`src/sv/kpd_pkg.sv`:
```
package kpd_pkg;

    // Matrix geometry; the snapshot carries at most 16 key bits.
    localparam int ROWS = 4;
    localparam int COLS = 4;
    localparam int KEY_BITS = 16;
    localparam int SCAN_BITS = (ROWS * COLS < KEY_BITS) ? ROWS * COLS : KEY_BITS;

    localparam logic [6:0] ASCII_A = 7'd65;

    localparam int CFG_DATA_W = 16;

    // Register reset values
    localparam logic       RST_ENABLED  = 1'b1;
    localparam logic [7:0] RST_DEBOUNCE = 8'd2;
    localparam logic [15:0] RST_LONG    = 16'd100;
    localparam logic [7:0] RST_PERIOD   = 8'd10;

    typedef enum logic [1:0] {
        CFG_ENABLED  = 2'd0,
        CFG_DEBOUNCE = 2'd1,
        CFG_LONG     = 2'd2,
        CFG_PERIOD   = 2'd3
    } t_cfg_idx;

    typedef enum logic [2:0] {
        PH_IDLE     = 3'd0,
        PH_DEBOUNCE = 3'd1,
        PH_PRESSED  = 3'd2,
        PH_LONG     = 3'd3,
        PH_RELEASE  = 3'd4
    } t_phase;

    typedef enum logic [1:0] {
        EV_NONE    = 2'd0,
        EV_SHORT   = 2'd1,
        EV_LONG    = 2'd2,
        EV_RELEASE = 2'd3
    } t_event;

    typedef enum logic [1:0] {
        ST_NONE   = 2'd0,
        ST_ACTIVE = 2'd1,
        ST_LONG   = 2'd2
    } t_status;

    typedef enum logic {
        REQ_SCAN  = 1'b0,
        REQ_CLEAR = 1'b1
    } t_req;

    typedef struct packed {
        logic        req_type;
        logic [15:0] pressed_keys;
    } t_in;

    typedef struct packed {
        logic [1:0]  event_kind;
        logic [4:0]  event_key;
        logic [6:0]  event_value;
        logic [6:0]  held_value;
        logic [2:0]  fsm_state;
        logic [1:0]  key_row;
        logic [1:0]  key_col;
        logic [4:0]  key_index;
        logic [23:0] hold_time_ms;
        logic [1:0]  status_event;
    } t_out;

    // Chosen key of one snapshot
    typedef struct packed {
        logic       found;
        logic [2:0] row;
        logic [2:0] col;
    } t_pick;

    function automatic logic [6:0] index_of(logic [2:0] r, logic [2:0] c);
        return 7'(int'(r) * COLS + int'(c) + 1);
    endfunction

endpackage

```
`src/sv/kpd_stream_if.sv`:
```
interface kpd_stream_if #(
    parameter type T = logic
) ();
    logic valid;
    logic ready;
    T     data;

    modport source (output valid, output data, input ready);
    modport sink   (input valid, input data, output ready);
endinterface

```
`src/sv/kpd_pick.sv`:
```
module kpd_pick (
    input  logic [15:0]     i_keys,
    output kpd_pkg::t_pick  o_pick
);
    import kpd_pkg::*;

    // Walk from the highest bit down so the lowest row/column wins.
    always_comb begin
        o_pick = '0;
        for (int k = SCAN_BITS - 1; k >= 0; k--) begin
            if (i_keys[k]) begin
                o_pick.found = 1'b1;
                o_pick.row   = 3'(k / COLS);
                o_pick.col   = 3'(k % COLS);
            end
        end
    end

endmodule

```
`src/sv/kpd_core.sv`:
```
module kpd_core (
    input  logic                              i_clk,
    input  logic                              i_rst_n,
    input  logic                              i_cfg_we,
    input  logic [1:0]                        i_cfg_idx,
    input  logic [kpd_pkg::CFG_DATA_W-1:0]    i_cfg_data,
    input  logic                              i_step,
    input  kpd_pkg::t_in                      i_item,
    output kpd_pkg::t_out                     o_result
);
    import kpd_pkg::*;

    logic        r_enabled;
    logic [7:0]  r_debounce;
    logic [15:0] r_long_ticks;
    logic [7:0]  r_period;

    t_phase      r_phase, n_phase;
    logic [2:0]  r_row, n_row;
    logic [2:0]  r_col, n_col;
    logic [6:0]  r_index, n_index;
    logic [15:0] r_hold, n_hold;
    logic [7:0]  r_match, n_match;
    logic        r_long_fired, n_long_fired;
    logic [6:0]  r_stored, n_stored;

    t_pick       pick;
    logic        same_key;
    logic [6:0]  tracked_index;
    t_event      ev;
    logic [6:0]  ev_key;
    logic [6:0]  ev_val;
    t_status     status;

    kpd_pick u_pick (
        .i_keys (i_item.pressed_keys),
        .o_pick (pick)
    );

    assign same_key      = pick.found && pick.row == r_row && pick.col == r_col;
    assign tracked_index = index_of(r_row, r_col);

    always_comb begin
        n_phase      = r_phase;
        n_row        = r_row;
        n_col        = r_col;
        n_index      = r_index;
        n_hold       = r_hold;
        n_match      = r_match;
        n_long_fired = r_long_fired;
        n_stored     = r_stored;
        ev           = EV_NONE;
        ev_key       = '0;
        ev_val       = '0;

        if (i_item.req_type == REQ_CLEAR) begin
            n_stored = '0;
        end else if (r_enabled) begin
            unique case (r_phase)
                PH_DEBOUNCE: begin
                    if (same_key) begin
                        if (r_match != 8'hFF) begin
                            n_match = r_match + 8'd1;
                        end
                        if (n_match >= r_debounce) begin
                            n_index      = tracked_index;
                            n_hold       = '0;
                            n_long_fired = 1'b0;
                            n_stored     = '0;
                            n_phase      = PH_PRESSED;
                            ev           = EV_SHORT;
                            ev_key       = tracked_index;
                            ev_val       = tracked_index;
                        end
                    end else begin
                        n_phase = PH_IDLE;
                        n_match = '0;
                    end
                end
                PH_PRESSED: begin
                    if (same_key) begin
                        if (r_hold != 16'hFFFF) begin
                            n_hold = r_hold + 16'd1;
                        end
                        if (!r_long_fired && n_hold >= r_long_ticks) begin
                            n_long_fired = 1'b1;
                            n_stored     = ASCII_A + {2'b00, tracked_index[6:2]};
                            n_phase      = PH_LONG;
                            ev           = EV_LONG;
                            ev_key       = r_index;
                            ev_val       = n_stored;
                        end
                    end else begin
                        if (!r_long_fired) begin
                            n_stored = r_index;
                        end
                        ev      = EV_RELEASE;
                        ev_key  = r_index;
                        ev_val  = n_stored;
                        n_phase = PH_RELEASE;
                    end
                end
                PH_LONG: begin
                    if (!same_key) begin
                        n_stored     = '0;
                        n_long_fired = 1'b0;
                        n_phase      = PH_RELEASE;
                    end
                end
                PH_RELEASE: begin
                    if (!pick.found) begin
                        n_phase      = PH_IDLE;
                        n_stored     = '0;
                        n_long_fired = 1'b0;
                    end
                end
                default: begin
                    n_phase = PH_IDLE;
                    if (pick.found) begin
                        n_row   = pick.row;
                        n_col   = pick.col;
                        n_match = 8'd1;
                        n_phase = PH_DEBOUNCE;
                    end
                end
            endcase
        end
    end

    always_comb begin
        if (n_long_fired) begin
            status = ST_LONG;
        end else if (n_phase == PH_PRESSED || n_phase == PH_RELEASE) begin
            status = ST_ACTIVE;
        end else begin
            status = ST_NONE;
        end
    end

    always_comb begin
        o_result.event_kind   = ev;
        o_result.event_key    = ev_key[4:0];
        o_result.event_value  = ev_val;
        o_result.held_value   = n_stored;
        o_result.fsm_state    = n_phase;
        o_result.key_row      = n_row[1:0];
        o_result.key_col      = n_col[1:0];
        o_result.key_index    = n_index[4:0];
        o_result.hold_time_ms = 24'(n_hold) * 24'(r_period);
        o_result.status_event = status;
    end

    always_ff @(posedge i_clk) begin
        if (!i_rst_n) begin
            r_enabled    <= RST_ENABLED;
            r_debounce   <= RST_DEBOUNCE;
            r_long_ticks <= RST_LONG;
            r_period     <= RST_PERIOD;
            r_phase      <= PH_IDLE;
            r_row        <= '0;
            r_col        <= '0;
            r_index      <= '0;
            r_hold       <= '0;
            r_match      <= '0;
            r_long_fired <= 1'b0;
            r_stored     <= '0;
        end else begin
            if (i_step) begin
                r_phase      <= n_phase;
                r_row        <= n_row;
                r_col        <= n_col;
                r_index      <= n_index;
                r_hold       <= n_hold;
                r_match      <= n_match;
                r_long_fired <= n_long_fired;
                r_stored     <= n_stored;
            end
            if (i_cfg_we) begin
                unique case (t_cfg_idx'(i_cfg_idx))
                    CFG_ENABLED: begin
                        r_enabled <= i_cfg_data[0];
                        // disabling drops the machine back to idle
                        if (!i_cfg_data[0]) begin
                            r_phase <= PH_IDLE;
                        end
                    end
                    CFG_DEBOUNCE: r_debounce   <= i_cfg_data[7:0];
                    CFG_LONG:     r_long_ticks <= i_cfg_data[15:0];
                    CFG_PERIOD:   r_period     <= i_cfg_data[7:0];
                endcase
            end
        end
    end

endmodule

```
`src/sv/matrix_keypad_press_detector.sv`:
```
// Data path: the input transaction is captured in the input register, and the
// result is then registered in the result register when the output may advance.
// Throughput: one transaction per cycle while the output is not stalled.
// Reset (i_rst_n low, synchronous): machine idle, counters and stored value
// cleared, registers back to enabled=1, debounce 2, long press 100, period 10.
module matrix_keypad_press_detector (
    input  logic                              i_clk,
    input  logic                              i_rst_n,
    input  logic                              i_cfg_we,
    input  logic [1:0]                        i_cfg_idx,
    input  logic [kpd_pkg::CFG_DATA_W-1:0]    i_cfg_data,
    kpd_stream_if.sink                        i_in,
    kpd_stream_if.source                      o_out
);
    import kpd_pkg::*;

    logic r_in_vld;
    t_in  r_in;
    logic r_out_vld;
    t_out r_out;

    logic advance;
    logic in_ready;
    logic step;
    t_out result;

    assign advance  = !r_out_vld || o_out.ready;
    assign in_ready = !r_in_vld || advance;
    assign step     = r_in_vld && advance;

    assign i_in.ready  = in_ready;
    assign o_out.valid = r_out_vld;
    assign o_out.data  = r_out;

    kpd_core u_core (
        .i_clk      (i_clk),
        .i_rst_n    (i_rst_n),
        .i_cfg_we   (i_cfg_we),
        .i_cfg_idx  (i_cfg_idx),
        .i_cfg_data (i_cfg_data),
        .i_step     (step),
        .i_item     (r_in),
        .o_result   (result)
    );

    always_ff @(posedge i_clk) begin
        if (!i_rst_n) begin
            r_in_vld  <= 1'b0;
            r_out_vld <= 1'b0;
        end else begin
            if (in_ready) begin
                r_in_vld <= i_in.valid;
            end
            if (advance) begin
                r_out_vld <= r_in_vld;
            end
        end
    end

    always_ff @(posedge i_clk) begin
        if (in_ready) begin
            r_in <= i_in.data;
        end
        if (step) begin
            r_out <= result;
        end
    end

endmodule
```
`src/flat_wrapper.sv`:
```
// flat-port wrapper written by rule: the top's interface ports become plain ports
module matrix_keypad_press_detector_flat import kpd_pkg::*;
  (i_clk, i_rst_n, i_cfg_we, i_cfg_idx, i_cfg_data, i_in_valid, i_in_data, i_in_ready, o_out_valid, o_out_data, o_out_ready);
  kpd_stream_if i_in_i ();
  kpd_stream_if o_out_i ();
  input  logic i_clk;
  input  logic i_rst_n;
  input  logic i_cfg_we;
  input  logic [1:0] i_cfg_idx;
  input  logic [kpd_pkg::CFG_DATA_W-1:0] i_cfg_data;
  input wire logic [$bits(i_in_i.valid)-1:0] i_in_valid;
  input wire logic [$bits(i_in_i.data)-1:0] i_in_data;
  output wire logic [$bits(i_in_i.ready)-1:0] i_in_ready;
  output wire logic [$bits(o_out_i.valid)-1:0] o_out_valid;
  output wire logic [$bits(o_out_i.data)-1:0] o_out_data;
  input wire logic [$bits(o_out_i.ready)-1:0] o_out_ready;
  assign i_in_i.valid = i_in_valid;
  assign i_in_i.data = i_in_data;
  assign i_in_ready = i_in_i.ready;
  assign o_out_valid = o_out_i.valid;
  assign o_out_data = o_out_i.data;
  assign o_out_i.ready = o_out_ready;
  matrix_keypad_press_detector u_core (.i_clk(i_clk), .i_rst_n(i_rst_n), .i_cfg_we(i_cfg_we), .i_cfg_idx(i_cfg_idx), .i_cfg_data(i_cfg_data), .i_in(i_in_i), .o_out(o_out_i));
endmodule
```
`config.mk`:
```
export PLATFORM = sky130hd
export DESIGN_NAME = matrix_keypad_press_detector_flat
export DESIGN_NICKNAME = d
export VERILOG_FILES = /design/src/sv/kpd_pkg.sv /design/src/sv/kpd_stream_if.sv /design/src/sv/kpd_pick.sv /design/src/sv/kpd_core.sv /design/src/sv/matrix_keypad_press_detector.sv /design/src/flat_wrapper.sv
export SDC_FILE = /design/constraint.sdc
export NUM_CORES = 1
export LEC_CHECK = 0
export ABC_AREA = 0
export BUFFER_PORTS_ARGS = -buffer_cell sky130_fd_sc_hd__buf_2
export CELL_PAD_IN_SITES_DETAIL_PLACEMENT = 0
export CELL_PAD_IN_SITES_GLOBAL_PLACEMENT = 1
export CORE_MARGIN = 1
export CORE_UTILIZATION = 39
export CTS_CLUSTER_DIAMETER = 40
export DETAILED_ROUTE_END_ITERATION = 8
export PLACE_DENSITY_LB_ADDON = 0.25
export SYNTH_ARGS = -nofsm -noshare
export SYNTH_HDL_FRONTEND = slang
export SYNTH_SLANG_ARGS = --single-unit
```
`constraint.sdc`:
```
create_clock -name i_clk -period 2.85 [get_ports i_clk]
set_input_delay 0.855 -clock i_clk [delete_from_list [all_inputs] [get_ports i_clk]]
set_output_delay 0.855 -clock i_clk [all_outputs]
set_load 0.02 [all_outputs]
```
## Word level (Yosys, flattened, before mapping)

Index checks and enable logic that the tools add are counted.

- Output and inout port bits: 3
- Word-level logic and storage cells: 95
- Flip-flop bits (word level): 63
- Input bits: 24

- Reductions and logical operators: 21
- Add/subtract/negate cells: 2
- Bitwise logic cells: 2
- Equality and inequality tests: 15
- $lt $le $gt $ge: 2
- Mux-type cells: 38

Operators with widths:

| operator | count |
|---|---|
| 16-bit 2-to-1 mux | 7 |
| 8-bit 2-to-1 mux | 6 |
| 3-bit 2-to-1 mux | 11 |
| 16-bit case mux with 2 select lines | 1 |
| 16-bit by 1-bit adder with 16-bit output (second input constant) | 1 |
| 16-bit greater-or-equal comparator | 1 |
| 16-bit != test (second input constant) | 1 |
| 8-bit case mux with 2 select lines | 1 |
| 3-bit case mux with 4 select lines | 1 |
| 3-bit by 2-bit equality test with 1-bit output (second input constant) | 3 |
| 1-bit 2-to-1 mux | 9 |
| 8-bit by 1-bit adder with 8-bit output (second input constant) | 1 |
| 8-bit greater-or-equal comparator | 1 |
| 8-bit != test (second input constant) | 1 |
| 4-bit AND reduction | 2 |
| 7-bit 2-to-1 mux | 1 |
| 3-bit equality test | 2 |
| 3-bit equality test (second input constant) | 2 |
| 2-bit != test (second input constant) | 3 |
| 2-bit AND reduction | 3 |
| 6-bit AND reduction | 1 |
| 1-bit logical AND | 4 |
| 1-bit case mux with 4 select lines | 1 |
| 2-bit nonzero test | 2 |
| 9 further kinds | 14 |

## Depth between registers and ports, before layout

Gate-level depths: netlist (run 1).

- Depth in word-level cells: 17
- Depth in mapped cells: 14
- Gate-level depth less buffers: 12

## Hierarchy

From an unflattened synthesis (run 1), not the netlist that was laid out.

- Cells, all modules: 1242
- Area, all modules: 9735.6 um^2

Modules (own cells, without submodules):

| module | cells an instance | seq. area each (um^2) | area an instance (um^2) | times used |
|---|---|---|---|---|
| kpd_core | 1194 | 1601.5 | 9396.5 | 1 |
| kpd_pick | 37 | 0.0 | 193.9 | 1 |
| matrix_keypad_press_detector | 11 | 100.1 | 145.1 | 1 |

## Worst setup path after synthesis (run 1)

No wires, ideal clock.

- Path kind: flip-flop to flip-flop
- Start: register u_core.u_core.r_match[0]
- End: register u_core.r_out, in the netlist u_core.o_out.data, data pin
- Path slack: -0.295 ns
- Clock period less this slack: 3.145 ns
- Data required time: 2.587 ns
- Library setup time: 0.263 ns
- Path buffers: 1
- Cell stages (with the launch flop): 14
- Arrival time: 2.882 ns
- Cell sequence: dfxtp_1 -> ha_1 -> and2_1 -> clkbuf_1 -> nand4_1 -> nand3_1 -> xnor2_1 -> ha_1 -> a21o_1 -> a2111oi_0 -> o21ai_1 -> and3_1 -> nor3_1 -> a211oi_1

- Cells in the longest elaborated chain, start to end: 13
- Elaborated cells between the ends (all ways): 19
- Classes of those cells: 1 x add/sub; 1 x order compare; 3 x eq/ne; 13 x mux; 1 x reduce/logical

RTL lines:

| item | line | RTL |
|---|---|---|
| from (decl) | kpd_core.sv:23 | `logic [7:0] r_match, n_match;` |
| from (signal assigned) | kpd_core.sv:174 | `r_match <= n_match;` |
| 8-bit by 1-bit adder with 8-bit output or 8-bit != test (tied branches) | kpd_core.sv:63, kpd_core.sv:62 |  |
| 8-bit 2-to-1 mux * | kpd_core.sv:62 | `if (r_match != 8'hFF) begin` |
| 8-bit 2-to-1 mux * | kpd_core.sv:61 | `if (same_key) begin` |
| 8-bit 2-to-1 mux * | kpd_core.sv:59 | `unique case (r_phase)` |
| 8-bit 2-to-1 mux * | kpd_core.sv:58 | `end else if (r_enabled) begin` |
| 8-bit greater-or-equal comparator * | kpd_core.sv:65 | `if (n_match >= r_debounce) begin` |
| 3-bit 2-to-1 mux | kpd_core.sv:65 |  |
| 3-bit 2-to-1 mux | kpd_core.sv:61 |  |
| 3-bit case mux with 4 select lines | kpd_core.sv:59 |  |
| 3-bit 2-to-1 mux | kpd_core.sv:58 |  |
| 3-bit by 2-bit equality test with 1-bit output or 3-bit equality test (tied branches) | kpd_core.sv:133 | `end else if (n_phase == PH_PRESSED \|\| n_phase == PH_RELEASE) begin` |
| 1-bit logical OR | kpd_core.sv:133 |  |
| 1-bit 2-to-1 mux | kpd_core.sv:133 |  |
| to (signal assigned) | matrix_keypad_press_detector.sv:65 | `r_out <= result;` |
| to (decl) | matrix_keypad_press_detector.sv:20 | `t_out r_out;` |

Every way passes the cells marked *; elsewhere a longest branch is shown, timed or not. The select of a mux whose other input is x is not followed.
A chain may end at the register's enable or synchronous reset.

## Worst setup path after layout (run 1)

Same ends and word-level chain as after synthesis.

==> results of run 1 <==
==> stage by stage <==
stage	setup slack, ns	hold slack, ns
after global routing	-0.0438	0.478
after detailed placement	-0.0652	0.448
after CTS	0.00273	0.458
after global placement	-0.0121	0.444
after floorplan	-0.0723	0.436
final	0.0417	0.457
==> sequential cells by signal (all words and copies together), names as in the netlist <==
signal	flops
u_core.r_in	1
u_core.o_out.valid	1
u_core.u_core.r_phase	3
u_core.u_core.r_long_fired	1
u_core.u_core.r_long_ticks	16
u_core.u_core.r_hold	16
u_core.u_core.r_match	8
u_core.u_core.r_debounce	8
u_core.r_in_vld	1
u_core.u_core.r_enabled	1
u_core.o_out.data	1
==> cell type report <==
cell class              instances  area [um^2]
inverters                      29          109
repair buffers                 75          502
multi-input cells             330         2320
clock inverters                 4         23.8
well taps                     108          135
flip-flops and latches         57         1170
fillers                       852         4290
clock buffers                  12          166
==> worst register-to-register path, delay by kind of cell, from the launching register on <==
family          cells  cell delay, ns
compound gates      5            0.92
flops               1            0.35
xor+xnor            1            0.17
simple gates        4            0.66
fa+ha+maj           2            0.46
==> report_power, final <==
group	total, W	internal (W)	switching, W
logic	0.000161	0.0000661	0.0000945
clock network	0.000733	0.000390	0.000343
registers	0.000828	0.000818	0.0000106
total	0.00172	0.00127	0.000448
==> kinds of logic (layout without fill, tap and decap cells) <==
| family | after synthesis | after routing | share of synthesized area |
|---|---|---|---|
| multiplexers | 13 | 13 | 0.0395 |
| flip-flops | 57 | 57 | 0.330 |
| buffers and inverters | 50 | 120 | 0.0636 |
| AO/OA/AOI/OAI | 105 | 105 | 0.194 |
| adder cells (fa/ha/maj) | 26 | 26 | 0.0924 |
| XOR/XNOR | 15 | 15 | 0.0373 |
| AND/OR/NAND/NOR | 171 | 171 | 0.244 |
==> what timing repair did <==
| item | 4_1_cts | 5_1_grt |
|---|---|---|
| endpoints found under the setup margin | 7 | 19 |
| buffers inserted | 1 | 1 |
| gates cloned | 0 | 0 |
| pin swaps | 1 | 16 |
| gates resized for setup | 1 | 42 |
==> routing by layer <==
| layer | vias up | wire (um) | share of wire |
|---|---|---|---|
| li1 | 1658 | - | - |
| met3 | 10 | 365 | 0.041 |
| met1 | 1553 | 4030 | 0.45 |
| met5 | - | 0 | 0 |
| met4 | 0 | 147 | 0.016 |
| met2 | 70 | 4410 | 0.49 |
==> layout by cell type (no fill, tap or decap), types with 7 or more instances in the layout <==
| cell | Yosys | final |
|---|---|---|
| a31oi_1 | 8 | 7 |
| dfxtp_1 | 55 | 49 |
| a21oi_1 | 38 | 34 |
| xnor2_1 | 12 | 9 |
| clkbuf_8 | 0 | 10 |
| buf_4 | 0 | 48 |
| inv_1 | 28 | 28 |
| buf_2 | 4 | 26 |
| nand3_1 | 12 | 9 |
| o21ai_0 | 15 | 13 |
| nand2_1 | 65 | 62 |
| mux2i_1 | 9 | 9 |
| ha_1 | 26 | 23 |
| a22oi_1 | 10 | 10 |
| nor2_1 | 44 | 43 |
==> path summary, 6_finish.rpt <==
check	endpoint	cells after the start
hold reg to reg	u_core.u_core.r_long_ticks[11]	2
setup reg to reg	u_core.o_out.data	12
setup / recovery	u_core.o_out.data	12
hold / removal	u_core.u_core.r_long_ticks[11]	2
==> flow_metrics.env, run 1 <==
export IMPL_ys_ff_latch=57
export IMPL_htree_num_levels=3
export IMPL_crit_path_start="u_core.u_core.r_match[0]"
export IMPL_nets=552
export IMPL_dp_cells=597
export IMPL_r2r_start="u_core.u_core.r_match[0]"
export IMPL_gr_usage_met1=0.241
export IMPL_num_rows=34
export IMPL_path_clk_slew_ns=0.07
export IMPL_clock_sinks=57
export IMPL_hold_buffers=0
export IMPL_crit_path_end_kind="register"
export IMPL_gr_total_overflow=0
export IMPL_area_growth_pct=25.8
export IMPL_yosysMostFrequentCell="nand2_1"
export IMPL_grt_first_pass_wirelength_mm=14.6
export IMPL_cap_violations=0
export IMPL_final_setup_viol_count=0
export IMPL_drive_gt1_frac=0.288
export IMPL_rsz0062_at_grt="true"
export IMPL_path_delay_family="compound AO/OA/AOI/OAI gates"
export IMPL_die_w_um=97
export IMPL_synth_cells=437
export IMPL_synth_cell_area_um2=3520
export IMPL_gp_congestion=0.832
export IMPL_drt_total_wl_mm=8.95
export IMPL_hold_start="u_core.u_core.r_long_ticks[11]"
export IMPL_synth_avg_cell_area_um2=8.05
export IMPL_leakage_nw=1.95
export IMPL_yosysWarnings=0
export IMPL_cp_num_buf_inv=0
export IMPL_synth_common_cells="65 x nand2_1, 55 x dfxtp_1, 44 x nor2_1"
export IMPL_utilization=0.508
export IMPL_top_usage_layer="met2"
export IMPL_hold_class="register to register"
export IMPL_max_clock_freq_ghz=0.356
export IMPL_grt_use_met3=0.0477
export IMPL_maxSlewHeadroom=0.509
export IMPL_fin_crit_sh=0.985
export IMPL_hold_violations=0
export IMPL_grt_max_degree=23
export IMPL_design_power_total_w=0.00172
export IMPL_die_y_um=97
export IMPL_met2_usage=0.335
export IMPL_async_flop_share=0
export IMPL_cp_required_ns=2.94
export IMPL_initial_core_util=0.404
export IMPL_die_area_um2=9410
export IMPL_clkLatencyLatePin_ns=0.34
export IMPL_dr_pass1_iters=4
export IMPL_cts_made_buffers=9
export IMPL_drtIter0Drc=119
export IMPL_grtUsageTotal=0.195
export IMPL_netlist_area_leader_share=0.313
export IMPL_antenna_cells=0
export IMPL_grt_pass1_vias=3060
export IMPL_p_per_area_nw_per_um2=389
export IMPL_synth_main_ff_cell="dfxtp_1"
export IMPL_ys_types=62
export IMPL_portBuffers=26
export IMPL_worstPathArrival_ns=2.90
export IMPL_cts_tree="done"
export IMPL_critPathKind="register to register"
export IMPL_crit_chain="ha_4 > and2_1 > nand4_1 > nand3_2 > xnor2_2 > ha_1 > a21o_1 > a2111oi_2 > o21ai_2 > and3_1 > a31oi_1 > a211oi_2"
export IMPL_synth_largest_area_cell="dfxtp_1"
export IMPL_min_period_ns=2.81
export IMPL_hpwl_mm=6.52
export IMPL_final_cells=615
export IMPL_synth_edff_count=2
export IMPL_peakVddDrop_mv=0.184
export IMPL_coreArea_um2=8720
export IMPL_io_pins=27
export IMPL_cpMaxStageDelayCell="dfxtp_4"
export IMPL_synth_area_leaders="dfxtp_1 31%, ha_1 9.2%, nand2_1 6.9%"
export IMPL_finalMaxSlewViolations=0
export IMPL_design_area_um2=4430
export IMPL_status="finished clean"
export IMPL_drcViolationCount=0
export IMPL_clockRootBuffer="clkbuf_8"
export IMPL_critPathMaxFanout=5
export IMPL_reg2reg_slack_ns=0.04
export IMPL_drtAntennaViolNets=0
export IMPL_critPathLaunchType="register"
export IMPL_wl_per_cell_um=14.6
export IMPL_setup_tns_final_ns=0
export IMPL_worst_pin_slew_ns=0.736
export IMPL_ys_seq_area_frac=0.330
export IMPL_via_per_inst=5.35
export IMPL_syn_nets=487
export IMPL_finClkSkew_ns=0.00932
export IMPL_place_area_um2=4040
export IMPL_antenna_found_initial=0
export IMPL_via_count=3291
export IMPL_max_stage_delay_ns=0.35
export IMPL_clockBufferDepth=2
No activity file was read; power rests on OpenSTA's default activity.
==> run 2, diff against run 1 <==
==> constraint.sdc (replaced) <==
create_clock -name i_clk -period 2.85 [get_ports i_clk]
set_input_delay 0.57 -clock i_clk [delete_from_list [all_inputs] [get_ports i_clk]]
set_output_delay 0.57 -clock i_clk [all_outputs]
set_load 0.02 [all_outputs]
==> run 2 against run 1 <==
  * Critical path depth unchanged
  * Wire length is 2.1% lower
  * First-iteration DRC count down 26%
  * Largest power group unchanged
  * Combinational power down 7%
  * Register-to-register slack improved by 0.096 ns
  * Critical endpoint is now u_core.u_core.r_hold[7]
  * Sequential power is essentially flat
  * Setup slack improved by 0.096 ns
  * Core utilization fell by 1.6 points
  * Clock power decreased by 7.4%
  * Non-clock buffer count shrank 2
==> flow_metrics.env, run 2 (synthesis gave the netlist of run 1 again) <==
export IMPL_status="finished clean"
export IMPL_cts_made_buffers=9
export IMPL_die_w_um=97
export IMPL_design_power_total_w=0.00166
export IMPL_clockBufferDepth=2
export IMPL_p_sw_w=0.000462
export IMPL_pwr_share_clk=0.409
export IMPL_ff_latch_area_um2=1170
export IMPL_drtIter0Drc=88
export IMPL_via_per_inst=5.24
export IMPL_antenna_found_initial=0
export IMPL_grtUsageTotal=0.191
export IMPL_internal_power_w=0.00120
export IMPL_wl_per_cell_um=14.3
export IMPL_area_growth_pct=22.0
export IMPL_cp_required_ns=3.12
export IMPL_drcViolationCount=0
export IMPL_dp_cells=596
export IMPL_dp_slack_ns=-0.0739
export IMPL_fillerInstances=862
export IMPL_largest_registers="u_core.u_core.r_hold (16), u_core.u_core.r_long_ticks (16)"
export IMPL_critPathLaunchType="register"
export IMPL_drtAntennaViolNets=0
export IMPL_final_common_cell="nand2_1"
export IMPL_p_sw_frac=0.278
export IMPL_clkLatencyLatePin_ns=0.35
export IMPL_grt_pass1_vias=3071
export IMPL_antenna_cells=0
export IMPL_gp_congestion=0.807
export IMPL_finClkSkew_ns=0.0136
export IMPL_final_cell_mix="65 x nand2_1, 53 x dfxtp_1, 46 x buf_4"
export IMPL_drt_total_wl_mm=8.76
export IMPL_die_y_um=97
export IMPL_initial_core_util=0.404
export IMPL_clockRootBuffer="clkbuf_8"
export IMPL_hpwl_mm=6.43
export IMPL_gr_total_overflow=0
export IMPL_hold_start="i_in_data"
export IMPL_coreArea_um2=8720
export IMPL_leakage_nw=1.91
export IMPL_crit_path_start="u_core.u_core.r_match[0]"
export IMPL_io_pins=27
export IMPL_critPathMaxFanout=11
export IMPL_finalMaxSlewViolations=0
export IMPL_r2r_start="u_core.u_core.r_match[0]"
export IMPL_final_setup_viol_count=0
export IMPL_dr_pass1_iters=4
export IMPL_critPathKind="register to register"
export IMPL_crit_path_end_kind="register"
export IMPL_htree_num_levels=3
export IMPL_peakVddDrop_mv=0.214
export IMPL_hold_class="input pin to register"
export IMPL_die_area_um2=9410
export IMPL_p_per_area_nw_per_um2=386
export IMPL_via_count=3213
export IMPL_cap_violations=0
export IMPL_hold_violations=0
export IMPL_worst_pin_slew_ns=0.681
export IMPL_path_clk_slew_ns=0.08
export IMPL_combPwrFrac=0.090
export IMPL_p_seq_frac=0.501
export IMPL_drive_gt1_frac=0.244
export IMPL_portBuffers=26
export IMPL_multiInputGateArea_um2=2220
export IMPL_cts_tree="done"
export IMPL_final_cells=613
export IMPL_nets=550
export IMPL_fin_crit_sh=0.952
export IMPL_setup_slack_ns=0.137
export IMPL_maxSlewHeadroom=0.546
export IMPL_grt_max_degree=23
export IMPL_worstPathArrival_ns=2.98
export IMPL_max_clock_freq_ghz=0.369
export IMPL_grt_first_pass_wirelength_mm=14.4
export IMPL_num_rows=34
export IMPL_clock_sinks=57
export IMPL_min_period_ns=2.71
export IMPL_rsz0062_at_grt="false"
run 2: area by class of cell:
cell class	count	share of cell area
Clock buffer	10	0.0297
Clock inverter	6	0.0102
Timing Repair Buffer	73	0.113
Multi-Input combinational cell	330	0.518
Inverter	29	0.0254
Tap cell	108	0.0315
Sequential cell	57	0.272
run 2: timing repair:
action | CTS | global route
pin swaps | 2 | 3
setup buffers | 1 | 0
hold buffers | 0 | 0
resized for setup | 2 | 15
setup endpoints to repair | 5 | 18
run 2: metal layers:
layer	track usage	part of all wire	up-vias
met5	0	0	-
met4	0.0643	0.0099	0
met3	0.0571	0.041	4
met2	0.311	0.47	64
met1	0.241	0.47	1489
li1	-	-	1656
run 2: metrics by stage:
step           setup TNS (ns)  cell area [um^2]  hold slack (ns)  utilization
5_1_grt                     0              4290            0.388        0.492
6_report                    0              4290            0.407        0.492
3_3_place_gp          -0.0233              4030            0.445        0.462
4_1_cts                     0              4220            0.393        0.484
2_1_floorplan         -0.0723              3540            0.436            -
3_5_place_dp          -0.0819              4030            0.447        0.462
run 2: worst paths after layout:
path | endpoint | slack [ns] | cells past startpoint
worst max-delay path | u_core.u_core.r_hold[7] | 0.14 | 12
worst min-delay path | u_core.r_in[0] | 0.41 | 1
worst max register to register | u_core.u_core.r_hold[7] | 0.14 | 12
worst min register to register | u_core.u_core.r_long_ticks[14] | 0.46 | 2
run 2: worst max-delay path: stages (launching register included):
cell and delay (ns):
dfxtp_4 0.35, ha_4 0.15, and2_1 0.14, nand4_1 0.15
nand4_1 0.18, xnor2_2 0.19, ha_1 0.34, a2111oi_4 0.37
o21ai_2 0.16, a211oi_2 0.24, buf_6 0.18, o21ai_0 0.11
o31ai_1 0.08
run 2: power groups by stage:
stage               sequential [W]  combinational [W]  clock, W
global placement          0.000848           0.000141         0
global route              0.000833           0.000167  0.000745
CTS                       0.000830           0.000147  0.000702
floorplan                 0.000846          0.0000934         0
detailed placement        0.000849           0.000143         0
finish                    0.000831           0.000149  0.000679
==> run 3, diff against run 2 <==
--- a/config.mk
+++ b/config.mk
@@ -16,2 +16,3 @@
 export PLACE_DENSITY_LB_ADDON = 0.25
+export REMOVE_ABC_BUFFERS = 1
 export SYNTH_ARGS = -nofsm -noshare
==> constraint.sdc (replaced) <==
create_clock -name i_clk -period 2.5 [get_ports i_clk]
set_input_delay 0.5 -clock i_clk [delete_from_list [all_inputs] [get_ports i_clk]]
set_output_delay 0.5 -clock i_clk [all_outputs]
set_load 0.005 [all_outputs]
==> run 3 against run 2 <==
  * The run now ends with setup timing left
  * Maximum frequency shrank 3.4%
  * Wire length rose by 3.8%
  * Core utilization grew 3.9 points
  * Largest power group unchanged
==> flow_metrics.env, run 3 (synthesis gave the netlist of run 1 again) <==
export IMPL_critPathLaunchType="register"
export IMPL_drcViolationCount=0
export IMPL_path_clk_slew_ns=0.07
export IMPL_critPathMaxFanout=6
export IMPL_final_common_cell="buf_4"
export IMPL_initial_core_util=0.404
export IMPL_drtAntennaViolNets=0
export IMPL_hold_buffers=0
export IMPL_maxSlewHeadroom=0.514
export IMPL_reg2reg_slack_ns=-0.31
export IMPL_gp_congestion=0.805
export IMPL_cap_violations=0
export IMPL_rsz0062_at_grt="true"
export IMPL_final_setup_viol_count=19
export IMPL_antenna_cells=0
export IMPL_hold_slack_ns=0.335
export IMPL_drt_total_wl_mm=9.10
export IMPL_drive_gt1_frac=0.340
export IMPL_dr_pass1_iters=5
export IMPL_critPathKind="register to register"
export IMPL_via_count=3310
export IMPL_design_power_total_w=0.00188
export IMPL_r2r_end="u_core.u_core.r_hold[5]"
export IMPL_drtIter0Drc=133
export IMPL_worstPathArrival_ns=3.08
export IMPL_crit_path_start="u_core.u_core.r_match[1]"
export IMPL_antenna_found_initial=0
export IMPL_crit_path_end_kind="register"
export IMPL_worst_pin_slew_ns=0.729
export IMPL_hold_violations=0
export IMPL_portBuffers=26
export IMPL_clockRootBuffer="clkbuf_8"
export IMPL_r2r_cells=13
export IMPL_r2r_start="u_core.u_core.r_match[1]"
export IMPL_finClkSkew_ns=0.00941
export IMPL_max_clock_freq_ghz=0.356
export IMPL_cp_endpoint="u_core.u_core.r_hold[5]"
export IMPL_dp_cells=612
export IMPL_cts_tree="done"
export IMPL_via_per_inst=5.25
export IMPL_setup_slack_ns=-0.307
export IMPL_violations="setup timing"
export IMPL_gr_total_overflow=0
export IMPL_fin_crit_sh=1.12
export IMPL_grt_max_degree=22
export IMPL_wl_per_cell_um=14.4
export IMPL_leakage_nw=2.05
export IMPL_finalMaxSlewViolations=0
export IMPL_coreArea_um2=8720
export IMPL_grt_first_pass_wirelength_mm=14.7
export IMPL_utilization=0.531
export IMPL_nets=572
export IMPL_io_pins=27
export IMPL_clockBufferDepth=2
export IMPL_final_cells=631
export IMPL_die_area_um2=9410
export IMPL_cp_required_ns=2.77
export IMPL_htree_num_levels=3
export IMPL_die_w_um=97
export IMPL_grt_pass1_vias=3045
export IMPL_hold_class="input pin to register"
export IMPL_clkLatencyLatePin_ns=0.34
export IMPL_grtUsageTotal=0.193
export IMPL_p_per_area_nw_per_um2=406
export IMPL_hpwl_mm=6.46
export IMPL_peakVddDrop_mv=0.283
export IMPL_status="complete, but fails checks"
export IMPL_min_period_ns=2.81
export IMPL_largest_registers="u_core.u_core.r_hold (16), u_core.u_core.r_long_ticks (16)"
export IMPL_area_growth_pct=31.7
export IMPL_num_rows=34
export IMPL_die_y_um=97
export IMPL_clock_sinks=57
export IMPL_final_cell_mix="66 x buf_4, 60 x nand2_1, 48 x dfxtp_1"
export IMPL_cts_made_buffers=9
-- run 3: worst max-delay path, stage by stage, from the launching register on --
cell,delay (ns)
dfxtp_2,0.33
ha_4,0.15
and2_4,0.13
nand4_1,0.11
nand3_2,0.12
xnor2_2,0.16
ha_1,0.30
a21o_1,0.22
a2111oi_4,0.38
o21ai_4,0.16
a211oi_4,0.30
buf_2,0.24
o21ai_1,0.09
nand2_1,0.06
-- run 3: where the power goes --
part,switching (W),internal (W),leakage [nW],total [W]
combinational,0.000113,0.0000812,1.49,0.000194
clock,0.000353,0.000390,0.0830,0.000743
sequential,0.0000109,0.000933,0.470,0.000944
total,0.000477,0.00140,2.05,0.00188
-- run 3: cell type report --
cell class	instances	area, um^2
flip-flops and latches	57	1170
repair buffers	95	653
clock inverters	1	5.00
multi-input cells	330	2410
fillers	829	4090
clock buffers	11	151
well taps	108	135
inverters	29	109
-- run 3: repair_timing --
item / 4_1_cts / 5_1_grt
buffers inserted: 3 / 3
hold endpoints to repair: 0 / 0
gates resized for setup: 40 / 29
gates cloned: 0 / 1
endpoints found under the setup margin: 20 / 19
pin swaps: 25 / 18
-- run 3: stage by stage --
stage / TNS (ns) / cell area (um^2) / setup slack (ns)
global placement: -5.98 / 4140 / -0.438
finish: -4.22 / 4630 / -0.307
global route: -6.58 / 4630 / -0.422
detailed placement: -8.14 / 4140 / -0.552
CTS: -2.67 / 4460 / -0.206
floorplan: -9.11 / 3400 / -0.607
-- run 3: metal layers --
layer	share of wire	up-vias	global-route usage	wire length [um]
met5	0	-	0	0
met1	0.45	1551	0.246	4070
met2	0.50	53	0.324	4550
met3	0.042	8	0.0484	383
li1	-	1698	-	-
met4	0.010	0	0.0517	94
-- run 3: worst min-delay path by stage --
stage,start,endpoint,slack [ns],cells past startpoint
after floorplan,u_core.u_core.r_long_ticks[10],u_core.u_core.r_long_ticks[10],0.44,2
after global placement,u_core.u_core.r_long_ticks[8],u_core.u_core.r_long_ticks[8],0.44,2
after detailed placement,u_core.u_core.r_long_ticks[9],u_core.u_core.r_long_ticks[9],0.45,2
after CTS,i_in_data,u_core.r_in[0],0.32,1
after global routing,i_in_data,u_core.r_in[0],0.32,1
final,i_in_data,u_core.r_in[0],0.33,1
